## src/rmm_pkg.sv

```systemverilog
// Shared types, constants and tables of the stereo ring modulator.
`default_nettype none
package rmm_pkg;

	localparam int FRAC_BITS = 19;
	localparam int DIV_QBITS = 24;
	localparam int DIV_NBITS = 52;
	localparam int DIV_DBITS = 32;

	localparam logic signed [32:0] Q_ONE      = 33'sd524288;
	localparam logic signed [32:0] K_DIODE    = 33'sd185747278;
	localparam logic signed [32:0] K_LIGHT    = 33'sd159072863;
	localparam logic signed [32:0] K_SUM      = 33'sd751619277;
	localparam logic signed [32:0] K_MIX      = 33'sd811647363;
	localparam logic signed [32:0] K_CMP      = 33'sd283400204;
	localparam logic signed [32:0] DIODE_KNEE = 33'sd349700;
	localparam logic signed [32:0] SOFT_K     = 33'sd14155776;
	localparam logic signed [32:0] LIGHT_CLIP = 33'sd786432;

	localparam logic [7:0] CFG_PHASE_STEP   = 8'd0;
	localparam logic [7:0] CFG_CARRIER_WAVE = 8'd1;
	localparam logic [7:0] CFG_RING_MODEL   = 8'd2;
	localparam logic [7:0] CFG_DRIVE_GAIN   = 8'd3;

	localparam logic [1:0] WAVE_SINE   = 2'd0;
	localparam logic [1:0] WAVE_TRI    = 2'd1;
	localparam logic [1:0] WAVE_SAW    = 2'd2;
	localparam logic [1:0] WAVE_SQUARE = 2'd3;

	localparam logic [2:0] MODEL_MUL     = 3'd0;
	localparam logic [2:0] MODEL_DIGITAL = 3'd1;
	localparam logic [2:0] MODEL_DIODE   = 3'd2;
	localparam logic [2:0] MODEL_XOR     = 3'd3;
	localparam logic [2:0] MODEL_CMP     = 3'd4;

	typedef enum logic [5:0] {
		OP_NOP, OP_CAPTURE, OP_CARRIER, OP_LOADX, OP_STORE, OP_PUSH,
		OP_M_XC, OP_M_R0G, OP_M_R1R1, OP_M_R1KD, OP_M_R2R2, OP_M_R2KD,
		OP_M_R0R0, OP_M_R0R2, OP_M_R1R0, OP_M_R1KL, OP_M_R2KS, OP_M_R2KX,
		OP_M_R2KC,
		OP_A_RES_P19, OP_A_R0_P19, OP_A_SATABS, OP_A_RES_Q, OP_A_DIODE,
		OP_A_R1_P19, OP_A_R1_MAG, OP_A_R2_P19, OP_A_RING, OP_A_SOFT_PREP,
		OP_A_LIGHT, OP_A_XOR, OP_A_SUMDIFF, OP_A_RES_R0P30, OP_A_CMP,
		OP_DIV1, OP_DIV2
	} op_e;

	typedef enum logic [2:0] {
		ST_IDLE, ST_CARRIER, ST_LOADX, ST_RUN, ST_DIV_WAIT, ST_STORE, ST_PUSH
	} state_e;

	typedef struct packed {
		op_e  op;
		logic chan;
	} cmd_t;

	typedef struct packed {
		logic [2:0] model;
		logic       div_busy;
	} stat_t;

	typedef logic signed [20:0] sine_lut_t [0:256];

	// One quarter wave of the sine in Q19, worked out at elaboration.
	function automatic sine_lut_t build_sine_lut();
		sine_lut_t lut;
		longint t;
		longint s;
		longint p;
		longint v;
		for (int i = 0; i <= 256; i++) begin
			t = longint'(i) <<< 22;
			s = (t * t) >>> 30;
			p = 3864;
			p = 172272 - ((p * s) >>> 30);
			p = 5026995 - ((p * s) >>> 30);
			p = 85569306 - ((p * s) >>> 30);
			p = 693598668 - ((p * s) >>> 30);
			p = 1686629713 - ((p * s) >>> 30);
			v = (p * t) >>> 30;
			v = (v + 1024) >>> 11;
			if (v > 524288) begin
				v = 524288;
			end
			lut[i] = 21'(v);
		end
		return lut;
	endfunction

	localparam sine_lut_t SINE_LUT = build_sine_lut();

endpackage
`default_nettype wire

```

## src/rmm_div.sv

```systemverilog
// Restoring divider that yields one quotient bit per cycle.
`default_nettype none
module rmm_div (
	input  wire logic                           clk,
	input  wire logic                           arst_n,
	input  wire logic                           start,
	input  wire logic [rmm_pkg::DIV_NBITS-1:0]  num,
	input  wire logic [rmm_pkg::DIV_DBITS-1:0]  den,
	output logic                                busy,
	output logic [rmm_pkg::DIV_QBITS-1:0]       quo
);
	import rmm_pkg::*;

	localparam int CW = $clog2(DIV_QBITS + 1);

	logic [CW-1:0]        cnt_q;
	logic [DIV_DBITS:0]   rem_q;
	logic [DIV_DBITS-1:0] den_q;
	logic [DIV_QBITS-1:0] low_q;
	logic [DIV_QBITS-1:0] quo_q;
	logic [DIV_DBITS:0]   trial;
	logic                 fits;

	assign trial = {rem_q[DIV_DBITS-1:0], low_q[DIV_QBITS-1]};
	assign fits  = trial >= {1'b0, den_q};
	assign busy  = cnt_q != '0;
	assign quo   = quo_q;

	always_ff @(posedge clk or negedge arst_n) begin
		if (!arst_n) begin
			cnt_q <= '0;
		end else if (start) begin
			cnt_q <= CW'(DIV_QBITS);
		end else if (busy) begin
			cnt_q <= cnt_q - 1'b1;
		end
	end

	always_ff @(posedge clk) begin
		if (start) begin
			rem_q <= (DIV_DBITS + 1)'(num[DIV_NBITS-1:DIV_QBITS]);
			low_q <= num[DIV_QBITS-1:0];
			den_q <= den;
		end else if (busy) begin
			rem_q <= fits ? trial - {1'b0, den_q} : trial;
			low_q <= {low_q[DIV_QBITS-2:0], 1'b0};
			quo_q <= {quo_q[DIV_QBITS-2:0], fits};
		end
	end
endmodule
`default_nettype wire

```

## config.mk

```make
export PLATFORM = sky130hd
export DESIGN_NAME = rmm_div
export DESIGN_NICKNAME = d
export VERILOG_FILES = /design/src/rmm_pkg.sv /design/src/rmm_div.sv
export SDC_FILE = /design/constraint.sdc
export NUM_CORES = 1
export LEC_CHECK = 0
export ABC_AREA = 1
export BUFFER_PORTS_ARGS = -buffer_cell sky130_fd_sc_hd__buf_2
export CORE_MARGIN = 3
export CORE_UTILIZATION = 49
export CTS_CLUSTER_DIAMETER = 150
export DETAILED_ROUTE_END_ITERATION = 7
export MAX_ROUTING_LAYER = met4
export PLACE_DENSITY = 0.8
export SETUP_SLACK_MARGIN = 0.2
export SLEW_MARGIN = 15
export SYNTH_ARGS = -nofsm -noshare
export SYNTH_HDL_FRONTEND = slang
export SYNTH_SLANG_ARGS = --single-unit
```

## constraint.sdc

```tcl
create_clock -name clk -period 6.16 [get_ports clk]
set_clock_uncertainty 0.15 [all_clocks]
set_input_delay 0.924 -clock clk [delete_from_list [all_inputs] [get_ports clk]]
set_output_delay 0.924 -clock clk [all_outputs]
set_load 0.01 [all_outputs]
```

==> impl_metrics.yaml <==
clock_tree:
  clock_path_buffers: 2
  cts.htree.levels: 4
  tritoncts: "yes"
  ctsResizeCount: 0
  post-cts-setup-buffer-count: 0
  clk_latency_ps: 420
  cts_buffers: 17
  cts.clk_slew.worst_paths_ps: 60
  numClockSinks: 117
  cts_root_buf: "clkbuf_16"
  holdBufCountCts: 0
die:
  die_w_um: 128
  design.die.area_mm2: 0.0163
  die_height_um: 128
  rows: 43
  start_util_pct: 51.2
  ios: 112
  core_region_area_mm2: 0.0141
yosys:
  synth-main-ff-cell: "edfxtp_1"
  yosys.area.top_type: "edfxtp_1"
  avgSynthCellArea_um2: 7.96
  syn_inst: 909
  synthTopCellsByArea: "edfxtp_1 (45%), nand2_1 (20%), inv_1 (6.6%), ha_1 (5.9%), nand3_1 (4.1%)"
  ys_top_cells_by_count: "nand2_1 (386), inv_1 (128), edfxtp_1 (108), nand3_1 (60), nor2_1 (42)"
  synthArstFlopShare_pct: 4.27
  yosysWarnings: 0
  synth-edff-count: 108
  ys_seq_area_share_pct: 47.6
  netlist_area_mm2: 0.00724
  synth.most_common_cell: "nand2_1"
  ys_types: 40
  synth_top_area_share_pct: 44.8
  synthesis.nets: 1031
  ys_seq_elements: 117
global_route:
  grt_antenna_before_repair: 0
  grt.total_usage_pct: 23.0
  grt_max_degree: 89
  grt_pass1_wl_um: 28800
  globalRouteOverflowTotal: 0
  grt_pass1_vias: 6029
pwr:
  powerDensity_mw_per_mm2: 455
  swShare_pct: 40.8
  intPower_mw: 2.29
  total_power_mw: 3.86
  ir_drop_uv: 305
  pwr-share-clk_pct: 24.4
  p_leak_nw: 4.38
  seq_power_share_pct: 29.5
  p_switching_mw: 1.58
  share_comb_of_total_power_pct: 46.1
critical_path:
  cp-end-kind: "flop"
  path_common_cell: "nand2_1"
  r2r_setup_slack_ps: 2910
  crit_path_cell_trace: "ha_1 > nand2_1 > inv_2 > nand2_1 > inv_1 > nand2_1 > nor2_2 > a21oi_4 > nand2_4 > nand2_1 > nand3_1 > nand2_1"
  cp_slowest_cell: "a21oi_4"
  r2r_end: "rem_q[13]"
  startpoint_type: "flop"
  crit_fanout: 33
  crit_family: "simple AND/OR/NAND/NOR gates"
  worst-path-buf-inv: 2
  required_ps: 6300
  crit_path_max_incr_delay_ps: 810
  r2r_cells: 12
  worst_ep_arrival_time_ps: 3390
  crit_type: "reg2reg"
  r2r_start: "rem_q[12]"
routing:
  routed_wl_um: 17400
  wl_per_cell_um: 14.3
  drcViolationCount: 0
  first_iter_violations: 461
  vias_per_cell: 5.03
  vias: 6097
  drt_pass1_iterations: 5
  detail-route-antenna-nets: 0
flow_run:
  cap_violations: 0
timing:
  slew_violations: 0
  period_minus_slack_ps: 3250
  maxSlewHeadroom_pct: 28.7
  setup_tns_ps: 0
  timing.final.crit_share_pct: 52.7
  fmax_ghz: 0.308
  tightest_slew_ps: 1070
  hold_viol_final: 0
  setup_viol: 0
  setup_ws_ps: 2910
  rsz0062_at_grt: "no"
layout:
  syn2layout_area_growth_pct: 17.2
  finalNonFillerCells: 1213
  diodes: 0
  layout-drive-gt1-share_pct: 15.9
  nets: 1142
min_path:
  hold_path.class: "in2async"
place:
  gp_congestion: 0.971
  dp_cells: 1181
  port_buffers: 111
  post-place-ws_ps: 2640
  hpwl_um: 12400
run_status:
  status: "finished, final reports clean"
-- metal layers --
| metal | track usage, % | share of wire [%] |
|---|---|---|
| met1 | 30.0 | 47 |
| met2 | 36.9 | 47 |
| met3 | 4.01 | 5.0 |
| met4 | 6.69 | 1.4 |
| met5 | - | 0 |
-- worst register-to-register path, delay by kind of cell, from the launching register on --
family | cells | cell delay (ps)
adders and majority gates | 1 | 380
AOI/OAI and AO/OA | 1 | 810
buffers and inverters | 2 | 120
DFF | 1 | 410
and+or+nand+nor | 8 | 1260
-- area by class of cell --
| cell class | count | area, µm² |
|---|---|---|
| repair buffers | 112 | 566 |
| clock buffers | 18 | 429 |
| well taps | 180 | 225 |
| flip-flops and latches | 117 | 3450 |
| inverters | 133 | 500 |
| clock inverters | 14 | 138 |
| fillers | 1297 | 5660 |
| multi-input cells | 639 | 3180 |
-- power by group through the flow --
stage               combinational [mW]  clock [mW]  sequential, mW
floorplan                         1.38           0            1.13
global placement                  1.73           0            1.14
detailed placement                1.75           0            1.14
CTS                               1.77       0.962            1.14
global route                      2.02       0.999            1.15
finish                            1.78       0.945            1.14
-- how the worst max path moves through the flow --
stage,from,to,depth (start not counted)
after floorplan,start,low_q[0],3
after global placement,start,rem_q[0],3
after detailed placement,start,low_q[20],3
after CTS,rem_q[12],rem_q[13],12
after global routing,den_q[30],rem_q[20],11
final,rem_q[12],rem_q[13],12
-- cell families (layout without fill, tap and decap cells) --
group	after synthesis	in the layout	synth area share, %
compound gates	39	39	3.28
xor+xnor	16	16	1.94
fa+ha+maj	35	35	6.15
buf+inv	153	277	8.42
flops	117	117	47.6
simple gates	549	549	32.6
-- state kept, by name (all words and copies together) (netlist names) --
name / cells
den_q: 32
rem_q: 32
low_q: 24
quo: 24
cnt_q: 5
-- through the flow --
| stage | hold slack [ps] | instance area (µm²) | util (%) |
|---|---|---|---|
| final | 152 | 8490 | 60.0 |
| after floorplan | 294 | 7240 | - |
| after CTS | 145 | 8490 | 60.0 |
| after detailed placement | 278 | 7920 | 56.0 |
| after global placement | 273 | 7920 | 56.0 |
| after global routing | 155 | 8490 | 60.0 |
-- cells in the final DEF (no fill, tap or decap), drive strengths merged, types with 5 or more instances in the layout --
cell type and count:
nand2 390, inv 132, buf 112, edfxtp 108
nand3 62, nor2 47, nand3b 38, ha 34
a21oi 25, clkbuf 18, xnor2 16, clkinv 10
dfrtp 5
(Power assumes the default switching activity.)
